**src/rtl/deadline_timer_queue_assert.svh**
```systemverilog
// ---------------------------------------------------------------------------
// Assertion macros for the deadline timer queue
// Shorthand for clocked checks that are disabled while reset is asserted.
// ---------------------------------------------------------------------------
`ifndef DEADLINE_TIMER_QUEUE_ASSERT_SVH
`define DEADLINE_TIMER_QUEUE_ASSERT_SVH

// Check that an expression holds at every clock edge out of reset
`define DTQ_ASSERT_ALWAYS(lbl, clk, rst_n, expr) \
    lbl: assert property (@(posedge clk) disable iff (!rst_n) (expr)) \
        else $error("invariant violated");

// Check that a condition implies a consequence in the same cycle
`define DTQ_ASSERT_IMP(lbl, clk, rst_n, ante, cons) \
    lbl: assert property (@(posedge clk) disable iff (!rst_n) (ante) |-> (cons)) \
        else $error("implication violated");

// Check that a condition implies a consequence in the next cycle
`define DTQ_ASSERT_NEXT(lbl, clk, rst_n, ante, cons) \
    lbl: assert property (@(posedge clk) disable iff (!rst_n) (ante) |=> (cons)) \
        else $error("next-cycle implication violated");

`endif

```
**src/rtl/dtq_pkg.sv**
```systemverilog
// ---------------------------------------------------------------------------
// Deadline timer queue package
// Field widths, operation and status codes, and the slot and control types.
// ---------------------------------------------------------------------------
package dtq_pkg;

    localparam int DL_W     = 64;
    localparam int ID_W     = 64;
    localparam int KIND_W   = 2;
    localparam int STATUS_W = 2;
    localparam int LIMIT_W  = 5;
    localparam int MAX_OUT  = 16;

    // Item kinds
    localparam logic [KIND_W-1:0] KIND_INSERT  = 2'd0;
    localparam logic [KIND_W-1:0] KIND_CANCEL  = 2'd1;
    localparam logic [KIND_W-1:0] KIND_COLLECT = 2'd2;

    // Result status codes
    localparam logic [STATUS_W-1:0] STAT_OK        = 2'd0;
    localparam logic [STATUS_W-1:0] STAT_FULL      = 2'd1;
    localparam logic [STATUS_W-1:0] STAT_NOT_FOUND = 2'd2;
    localparam logic [STATUS_W-1:0] STAT_NONE      = 2'd3;

    // Cell operations
    typedef logic [1:0] t_op;
    localparam t_op OP_HOLD   = 2'd0;
    localparam t_op OP_INSERT = 2'd1;
    localparam t_op OP_POP    = 2'd2;
    localparam t_op OP_CANCEL = 2'd3;

    // One timer slot
    typedef struct packed {
        logic            valid;
        logic [DL_W-1:0] deadline;
        logic [ID_W-1:0] id;
    } t_slot;

    // Command broadcast to every cell
    typedef struct packed {
        t_op             op;
        logic [DL_W-1:0] key;
        logic [ID_W-1:0] new_id;
    } t_ctl;

endpackage

```
**src/rtl/dtq_cell.sv**
```systemverilog
// ---------------------------------------------------------------------------
// Deadline timer queue cell
// Holds one timer slot and moves it toward either neighbor on insert, pop
// and cancel, keeping the chain sorted by deadline.
// ---------------------------------------------------------------------------
module dtq_cell (
    input  logic                       i_clk,
    input  logic                       i_rst_n,
    input  dtq_pkg::t_ctl              i_ctl,
    input  dtq_pkg::t_slot             i_left,
    input  logic                       i_left_le,
    input  dtq_pkg::t_slot             i_right,
    input  logic                       i_found_in,
    output dtq_pkg::t_slot             o_slot,
    output logic                       o_le,
    output logic                       o_found_out,
    output logic [dtq_pkg::DL_W-1:0]   o_sel_deadline
);
    import dtq_pkg::*;

    logic            r_valid;
    logic [DL_W-1:0] r_deadline;
    logic [ID_W-1:0] r_id;
    logic            r_hit;
    t_slot           n_slot;
    logic            w_hit;

    // Compare the stored slot against the broadcast key
    assign o_le        = r_valid && (r_deadline <= i_ctl.key);
    assign w_hit       = r_valid && (r_id == i_ctl.key);
    assign o_found_out = i_found_in | r_hit;
    assign o_sel_deadline = (r_hit && !i_found_in) ? r_deadline : '0;
    assign o_slot      = '{valid: r_valid, deadline: r_deadline, id: r_id};

    // Pick the next slot contents
    always_comb begin
        n_slot = o_slot;
        case (i_ctl.op)
            OP_INSERT: begin
                if (!o_le) begin
                    if (i_left_le) begin
                        n_slot = '{valid: 1'b1, deadline: i_ctl.key, id: i_ctl.new_id};
                    end else begin
                        n_slot = i_left;
                    end
                end
            end
            OP_POP: begin
                n_slot = i_right;
            end
            OP_CANCEL: begin
                if (o_found_out) begin
                    n_slot = i_right;
                end
            end
            default: begin
                n_slot = o_slot;
            end
        endcase
    end

    // Hold valid and the registered id match under reset
    always_ff @(posedge i_clk) begin
        if (!i_rst_n) begin
            r_valid <= 1'b0;
            r_hit   <= 1'b0;
        end else begin
            r_valid <= n_slot.valid;
            r_hit   <= w_hit;
        end
    end

    // Advance the slot payload
    always_ff @(posedge i_clk) begin
        r_deadline <= n_slot.deadline;
        r_id       <= n_slot.id;
    end

endmodule

```
**config.mk**
```make
export PLATFORM = sky130hd
export DESIGN_NAME = dtq_cell
export DESIGN_NICKNAME = d
export VERILOG_FILES = /design/src/rtl/deadline_timer_queue_assert.svh /design/src/rtl/dtq_pkg.sv /design/src/rtl/dtq_cell.sv
export SDC_FILE = /design/constraint.sdc
export NUM_CORES = 1
export LEC_CHECK = 0
export BUFFER_PORTS_ARGS = -buffer_cell sky130_fd_sc_hd__buf_2
export CORE_AREA = 4 4 226 228
export CTS_CLUSTER_SIZE = 28
export DETAILED_ROUTE_END_ITERATION = 12
export DIE_AREA = 0 0 230 232
export GPL_ROUTABILITY_DRIVEN = 0
export PLACE_DENSITY = 0.42
export SKIP_CTS_REPAIR_TIMING = 1
export SYNTH_ARGS = -nofsm -noshare
export SYNTH_HDL_FRONTEND = slang
export SYNTH_SLANG_ARGS = --single-unit
export TNS_END_PERCENT = 20
```
**constraint.sdc**
```tcl
create_clock -name i_clk -period 7.3 [get_ports i_clk]
set_input_delay 1.46 -clock i_clk [delete_from_list [all_inputs] [get_ports i_clk]]
set_output_delay 1.46 -clock i_clk [all_outputs]
set_load 0.1 [all_outputs]
```
==> flow_summary.ini, run 1 <==
[synthesis]
share_of_async_settable_or_async_resettable_flops_after_synthesis = 0
synth_fa_ha_area_frac = 0.0859
synth.lib_cells_used.distinct = 42
seq_area_frac_synth = 0.417
synth_seq_cells = 130
synthesis.yosys.warnings = 0
synth_cells = 968
synth_enable_flop_cells = 128
postSynth.topFlopCell = sky130_fd_sc_hd__edfxtp_1
syn_area_per_cell_um2 = 9.63
yosys-mux-area-fraction = 0.137
largest_family_of_logic_cells_by_synthesized_area = simple AND/OR/NAND/NOR gates
syn_area_mm2 = 0.00932
synth_compound_area_frac = 0.117
synthXorXnorAreaFrac = 0.0460
post_synth_and_or_nand_nor_area_fraction = 0.144
synthesis.nets = 1424

[critical_path]
critical_path_peak_fanout = 3
critical_path_required_ps = 5840
max_stage_delay_ps = 640
rrSetupSlack_ps = 3240
critical_path.reg2reg.endpoint = r_id[31]
startpoint_type = primary input
critical_path.endpoint_type = primary output
critical_path.cell_chain = buf_2 > inv_1 > ha_1 > nand4_1 > nor4_1 > nand3_1 > a211oi_2 > nor4_1 > o21ai_1 > nand2_1 > buf_2
critical_path.reg2reg.startpoint = r_deadline[22]
worst-r2r-cell-count = 9
cpMaxStageDelayCell = sky130_fd_sc_hd__nor4_1
critPathArrivalTime_ps = 4420
crit_type = in2out

[pwr]
power.ir.vdd_worst_uv = 139
lkg_pwr_nw = 6.75
pwr_density_cell_mw_per_mm2 = 221

[place]
dpl_cell_area_mm2 = 0.0130
port-buffer-count = 586
placed_cells = 2171
place.detailed.hpwl_um = 41400

[clocking]
tritoncts.num_buffers = 17
clkTransAtPathRegs_ps = 60
clock_latency_ps = 450
clock_sink_count = 130
cts_tree = yes
cts-root-buf = sky130_fd_sc_hd__clkbuf_16
cts_buffer_depth = 2
cts_htree_levels = 4

[timing]
timing.slew.headroom = 0.409
timing.final.max_slew_violations = 0
clock.fmax_ghz = 0.170
final_hold_viol_count = 0
setup_total_negative_slack_ps = 0
tightestPinTransition_ps = 879
finalSetupViolCount = 0
rsz0062_at_grt = no
final_min_period_over_clock_period = 0.805
fin_crit_ps = 5880
timing.clock.skew_ps = 10.1

[floorplanning]
dieArea_mm2 = 0.0534
effective_utilization_at_floorplan = 0.191
rows = 81
fp.dieH_um = 232
die_width_um = 230
core_region_area_mm2 = 0.0488
io-pin-count = 587

[grt]
grt_start_max_net_pins = 189
grt_pass1_wl_um = 67700
via_count_of_the_first_global_routing_pass = 9856
overflow = 0
track_usage = 0.176
grt_antenna_before_repair = 3

[routing]
drtAntennaViolNets = 0
route.final.wire_length_um = 48900
detail_route.iter0.violations = 378
dr.pass1.iters = 4
vias = 9431
drc = 0
detail_route.wl_per_cell_um = 22.2
via_per_inst = 4.28

[min_path]
hold-path-endpoint = r_valid
timing.hold.worst.start = r_valid
worstHoldPathType = reg2reg
worst_hold_path.num_cells = 2

[outcome]
outcome = completed

[final_layout]
area_growth_syn_to_fin_pct = 45.9
layoutNonFillerInstCount = 2205
final_nets = 1982
finalInstanceArea_mm2 = 0.0136
drive_gt1_frac = 0.410
final_cell_mix = sky130_fd_sc_hd__buf_2 (584), sky130_fd_sc_hd__nand2_1 (151), sky130_fd_sc_hd__o21ai_0 (137)
fill_cells = 5339
mostFrequentLayoutCell = sky130_fd_sc_hd__buf_2

[run]
max-cap-violations = 0
==> area by class of cell <==
type                            count  area, um^2  share of cell area
Inverter                           73         274              0.0202
Clock inverter                     15         190              0.0140
Clock buffer                       17         425              0.0313
Antenna cell                        2        5.00            0.000368
Sequential cell                   130        3880               0.286
Timing Repair Buffer              591        3020               0.222
Tap cell                          664         831              0.0611
Multi-Input combinational cell    713        4960               0.365
==> worst max-delay path: cells and delay by family <==
family	cells	cell delay, ps
AO/OA/AOI/OAI	2	470
adder cells (fa/ha/maj)	1	370
buffers and inverters	3	670
AND/OR/NAND/NOR	5	1430
==> metal layers <==
| layer | vias up | GRT usage | part of all wire |
|---|---|---|---|
| met4 | 2 | 0.0501 | 0.022 |
| met3 | 39 | 0.0527 | 0.071 |
| met2 | 393 | 0.319 | 0.51 |
| met1 | 4436 | 0.202 | 0.40 |
| met5 | - | 0 | 0.00016 |
| li1 | 4561 | - | - |
==> sequential cells by signal, summed over array words and instances, names as in the netlist <==
name        cells
r_deadline     64
r_id           64
r_hit           1
r_valid         1
==> cell usage after synthesis, types with 8 or more instances <==
| master | n | area share |
|---|---|---|
| sky130_fd_sc_hd__nor2_1 | 10 | 0.0040 |
| sky130_fd_sc_hd__o21ai_0 | 137 | 0.074 |
| sky130_fd_sc_hd__inv_1 | 73 | 0.029 |
| sky130_fd_sc_hd__nand4_1 | 17 | 0.011 |
| sky130_fd_sc_hd__and2_1 | 64 | 0.043 |
| sky130_fd_sc_hd__nand2_1 | 151 | 0.061 |
| sky130_fd_sc_hd__edfxtp_1 | 128 | 0.41 |
| sky130_fd_sc_hd__xor2_1 | 28 | 0.026 |
| sky130_fd_sc_hd__xnor2_1 | 21 | 0.020 |
| sky130_fd_sc_hd__nand3_1 | 8 | 0.0043 |
| sky130_fd_sc_hd__buf_2 | 14 | 0.0075 |
| sky130_fd_sc_hd__nor4_1 | 12 | 0.0081 |
| sky130_fd_sc_hd__clkbuf_1 | 37 | 0.015 |
| sky130_fd_sc_hd__a21oi_1 | 25 | 0.013 |
| sky130_fd_sc_hd__ha_1 | 64 | 0.086 |
| sky130_fd_sc_hd__mux2i_1 | 128 | 0.14 |
==> report_power, final <==
part / switching, mW / total, mW / internal [mW]
combinational: 0.836 / 1.09 / 0.253
sequential: 0.0810 / 1.00 / 0.919
clock: 0.351 / 0.918 / 0.567
total: 1.27 / 3.01 / 1.74
==> cells by family (layout without fill, tap and decap cells) <==
kind of cell | Yosys count | after routing
other | 0 | 2
multiplexers | 128 | 128
buffers and inverters | 125 | 696
adder cells (fa/ha/maj) | 64 | 64
XOR/XNOR | 49 | 49
AND/OR/NAND/NOR | 276 | 276
AO/OA/AOI/OAI | 196 | 196
flip-flops | 130 | 130
==> per-stage QoR <==
step / setup slack, ps / utilization / hold slack, ps / total power [mW]
floorplan: 896 / - / 544 / 1.75
global placement: 1270 / 0.266 / 747 / 2.12
detailed placement: 1280 / 0.266 / 713 / 2.12
CTS: 1270 / 0.278 / 719 / 3.06
global route: 1270 / 0.278 / 746 / 3.15
finish: 1420 / 0.278 / 713 / 3.01
==> worst max-delay path by stage <==
| stage | startpoint | to | slack, ps | cells after the start |
|---|---|---|---|---|
| 3_3_place_gp | i_ctl[101] | o_le | 1270 | 11 |
| 3_5_place_dp | i_ctl[101] | o_le | 1280 | 11 |
| 4_1_cts | i_ctl[101] | o_le | 1270 | 11 |
| 2_1_floorplan | i_ctl[126] | r_deadline[0] | 900 | 9 |
| 5_1_grt | i_ctl[83] | o_le | 1270 | 11 |
| 6_report | i_ctl[83] | o_le | 1420 | 11 |
(Power assumes the default switching activity.)
==> run 2: changes to the inputs <==
ABC_AREA = 1   (was not set)
CORE_AREA = 4 4 228 230   (was 4 4 226 228)
DIE_AREA = 0 0 232 234   (was 0 0 230 232)
clock period = 5.45 ns   (was 7.3 ns; I/O delays follow)
==> run 2 against run 1 <==
Compared with the run above: global-route usage up 1.0 points; wire length up 8.1%; hold slack worse by 56 ps; clock skew up 4.7 ps; clock power up 33%; sequential power up 34%; critical endpoint unchanged.
==> flow_summary.ini, run 2 <==
[pwr]
lkg_pwr_nw = 6.99
power_frac_clock = 0.304
totalPowerFinal_mw = 4.03
share_seq_of_total_power = 0.332
pwr_density_cell_mw_per_mm2 = 293
switchingPower_mw = 1.75
power.share.switching = 0.433
power.ir.vdd_worst_uv = 223
combinational_group_share_of_total_power = 0.365
p_int_mw = 2.28

[place]
dpl_cell_area_mm2 = 0.0132
place.detailed.hpwl_um = 43200
place_worst_setup_slack_ps = 658
port-buffer-count = 586
placed_cells = 2480

[synthesis]
syn_area_mm2 = 0.00948
synth_seq_cells = 130
synth_cells = 1275
synthDominantAreaCellType = sky130_fd_sc_hd__edfxtp_1
yosys-top-cells-area = sky130_fd_sc_hd__edfxtp_1 (41%), sky130_fd_sc_hd__a21oi_1 (15%), sky130_fd_sc_hd__nand2_1 (9.6%), sky130_fd_sc_hd__nor2_1 (8.8%), sky130_fd_sc_hd__ha_1 (8.4%)
syn_area_per_cell_um2 = 7.44
synth.lib_cells_used.distinct = 44
ys_top_cells_by_count = sky130_fd_sc_hd__a21oi_1 (280), sky130_fd_sc_hd__nand2_1 (242), sky130_fd_sc_hd__nor2_1 (222)
share_of_async_settable_or_async_resettable_flops_after_synthesis = 0
yosysTopAreaCellShare = 0.405
synth_enable_flop_cells = 128
most_repeated_cell_in_the_gate_level_netlist_after_synthesis = sky130_fd_sc_hd__a21oi_1
seq_area_frac_synth = 0.410
synthesis.yosys.warnings = 0
synthesis.nets = 1731
postSynth.topFlopCell = sky130_fd_sc_hd__edfxtp_1

[routing]
route.final.wire_length_um = 52800
dr.pass1.iters = 5
vias = 11000
drc = 0
drtAntennaViolNets = 0
via_per_inst = 4.39
detail_route.wl_per_cell_um = 21.0
detail_route.iter0.violations = 670

[floorplanning]
core_region_area_mm2 = 0.0499
fp.dieH_um = 234
io-pin-count = 587
effective_utilization_at_floorplan = 0.190
die_width_um = 232
rows = 82
dieArea_mm2 = 0.0543

[grt]
grt_antenna_before_repair = 4
track_usage = 0.187
via_count_of_the_first_global_routing_pass = 11100
grt_pass1_wl_um = 73700
grt_start_max_net_pins = 83
overflow = 0

[timing]
timing.final.ws_setup_ps = 714
finalSetupViolCount = 0
rsz0062_at_grt = no
hold_ws_ps = 658
timing.final.max_slew_violations = 0
timing.clock.skew_ps = 14.8
fin_crit_ps = 4740
timing.slew.headroom = 0.386
final_hold_viol_count = 0
clock.fmax_ghz = 0.211
setup_total_negative_slack_ps = 0
tightestPinTransition_ps = 920
final_min_period_over_clock_period = 0.869

[critical_path]
critical_path_required_ps = 4360
critical_path.endpoint_type = primary output
critical_path_peak_fanout = 4
crit_type = in2out
critPathArrivalTime_ps = 3650
startpoint_type = primary input

[final_layout]
final_cell_mix = sky130_fd_sc_hd__buf_2 (584), sky130_fd_sc_hd__a21oi_1 (280), sky130_fd_sc_hd__nand2_1 (240)
num_antenna_cells = 0
layoutNonFillerInstCount = 2512
fill_cells = 5669
final_nets = 2283
largestRegisters = r_deadline x64, r_id x64
drive_gt1_frac = 0.361
mostFrequentLayoutCell = sky130_fd_sc_hd__buf_2
final_core_util = 0.276
finalInstanceArea_mm2 = 0.0138
area_growth_syn_to_fin_pct = 45.2

[clocking]
cts_tree = yes
cts_htree_levels = 4
cts_buffer_depth = 2
clock_latency_ps = 480
cts-root-buf = sky130_fd_sc_hd__clkbuf_16
clock_sink_count = 130
clkTransAtPathRegs_ps = 60
tritoncts.num_buffers = 17

[outcome]
outcome = completed

[min_path]
worstHoldPathType = reg2reg

[run]
max-cap-violations = 0
-- run 2: cell count changes in the layout (fill, tap and decap cells not counted), moves of 11 or more --
cell	before	now
sky130_fd_sc_hd__a21oi_1	25	280
sky130_fd_sc_hd__and2_1	64	0
sky130_fd_sc_hd__inv_1	73	132
sky130_fd_sc_hd__inv_2	0	22
sky130_fd_sc_hd__mux2i_1	128	0
sky130_fd_sc_hd__nand2_1	151	240
sky130_fd_sc_hd__nand4_1	17	6
sky130_fd_sc_hd__nor2_1	10	222
sky130_fd_sc_hd__o21ai_0	137	17
sky130_fd_sc_hd__xnor2_1	21	9
sky130_fd_sc_hd__xor2_1	28	7
-- run 2: power groups by stage --
| stage | clock network [mW] | registers, mW | logic [mW] |
|---|---|---|---|
| global route | 1.30 | 1.35 | 1.57 |
| detailed placement | 0 | 1.36 | 1.48 |
| finish | 1.22 | 1.34 | 1.47 |
| global placement | 0 | 1.36 | 1.48 |
| floorplan | 0 | 1.95 | 0.389 |
| CTS | 1.26 | 1.34 | 1.49 |
-- run 2: worst paths after layout --
path	startpoint	to	slack, ps	cells after the start
worst min-delay path	r_valid	r_valid	660	4
worst max-delay path	i_ctl[127]	o_le	710	13
worst max register to register	r_deadline[58]	r_id[52]	1930	13
worst min register to register	r_valid	r_valid	660	4
-- run 2: final cells by class --
type                    count  area (um^2)  share of cell area
clock buffers              17          425              0.0309
clock inverters            15          184              0.0134
inverters                 156          591              0.0429
multi-input cells         925         4760               0.346
flip-flops and latches    130         3880               0.282
well taps                 672          841              0.0611
repair buffers            597         3080               0.224
-- run 2: critical path, stage by stage --
cell and delay, ps:
sky130_fd_sc_hd__buf_2 140, sky130_fd_sc_hd__inv_1 60, sky130_fd_sc_hd__ha_1 290, sky130_fd_sc_hd__nand2_1 90, sky130_fd_sc_hd__inv_2 70, sky130_fd_sc_hd__nand4_2 140, sky130_fd_sc_hd__nor2_1 400, sky130_fd_sc_hd__nor3b_2 420
sky130_fd_sc_hd__nand3b_1 120, sky130_fd_sc_hd__nand2_1 210, sky130_fd_sc_hd__nand2_1 100, sky130_fd_sc_hd__inv_1 70, sky130_fd_sc_hd__buf_2 440
-- run 2: kinds of logic after synthesis --
kind of cell | after synthesis | synth area share
simple gates | 509 | 0.214
compound gates | 336 | 0.186
buf+inv | 220 | 0.0908
flops | 130 | 0.410
fa+ha+maj | 64 | 0.0845
xor+xnor | 16 | 0.0148
-- run 2: per-layer routing --
metal	part of all wire	wire length [um]	track usage
met2	0.49	25700	0.321
met5	0.00049	26	0
met1	0.43	22800	0.237
met3	0.063	3320	0.0409
met4	0.019	1010	0.0521
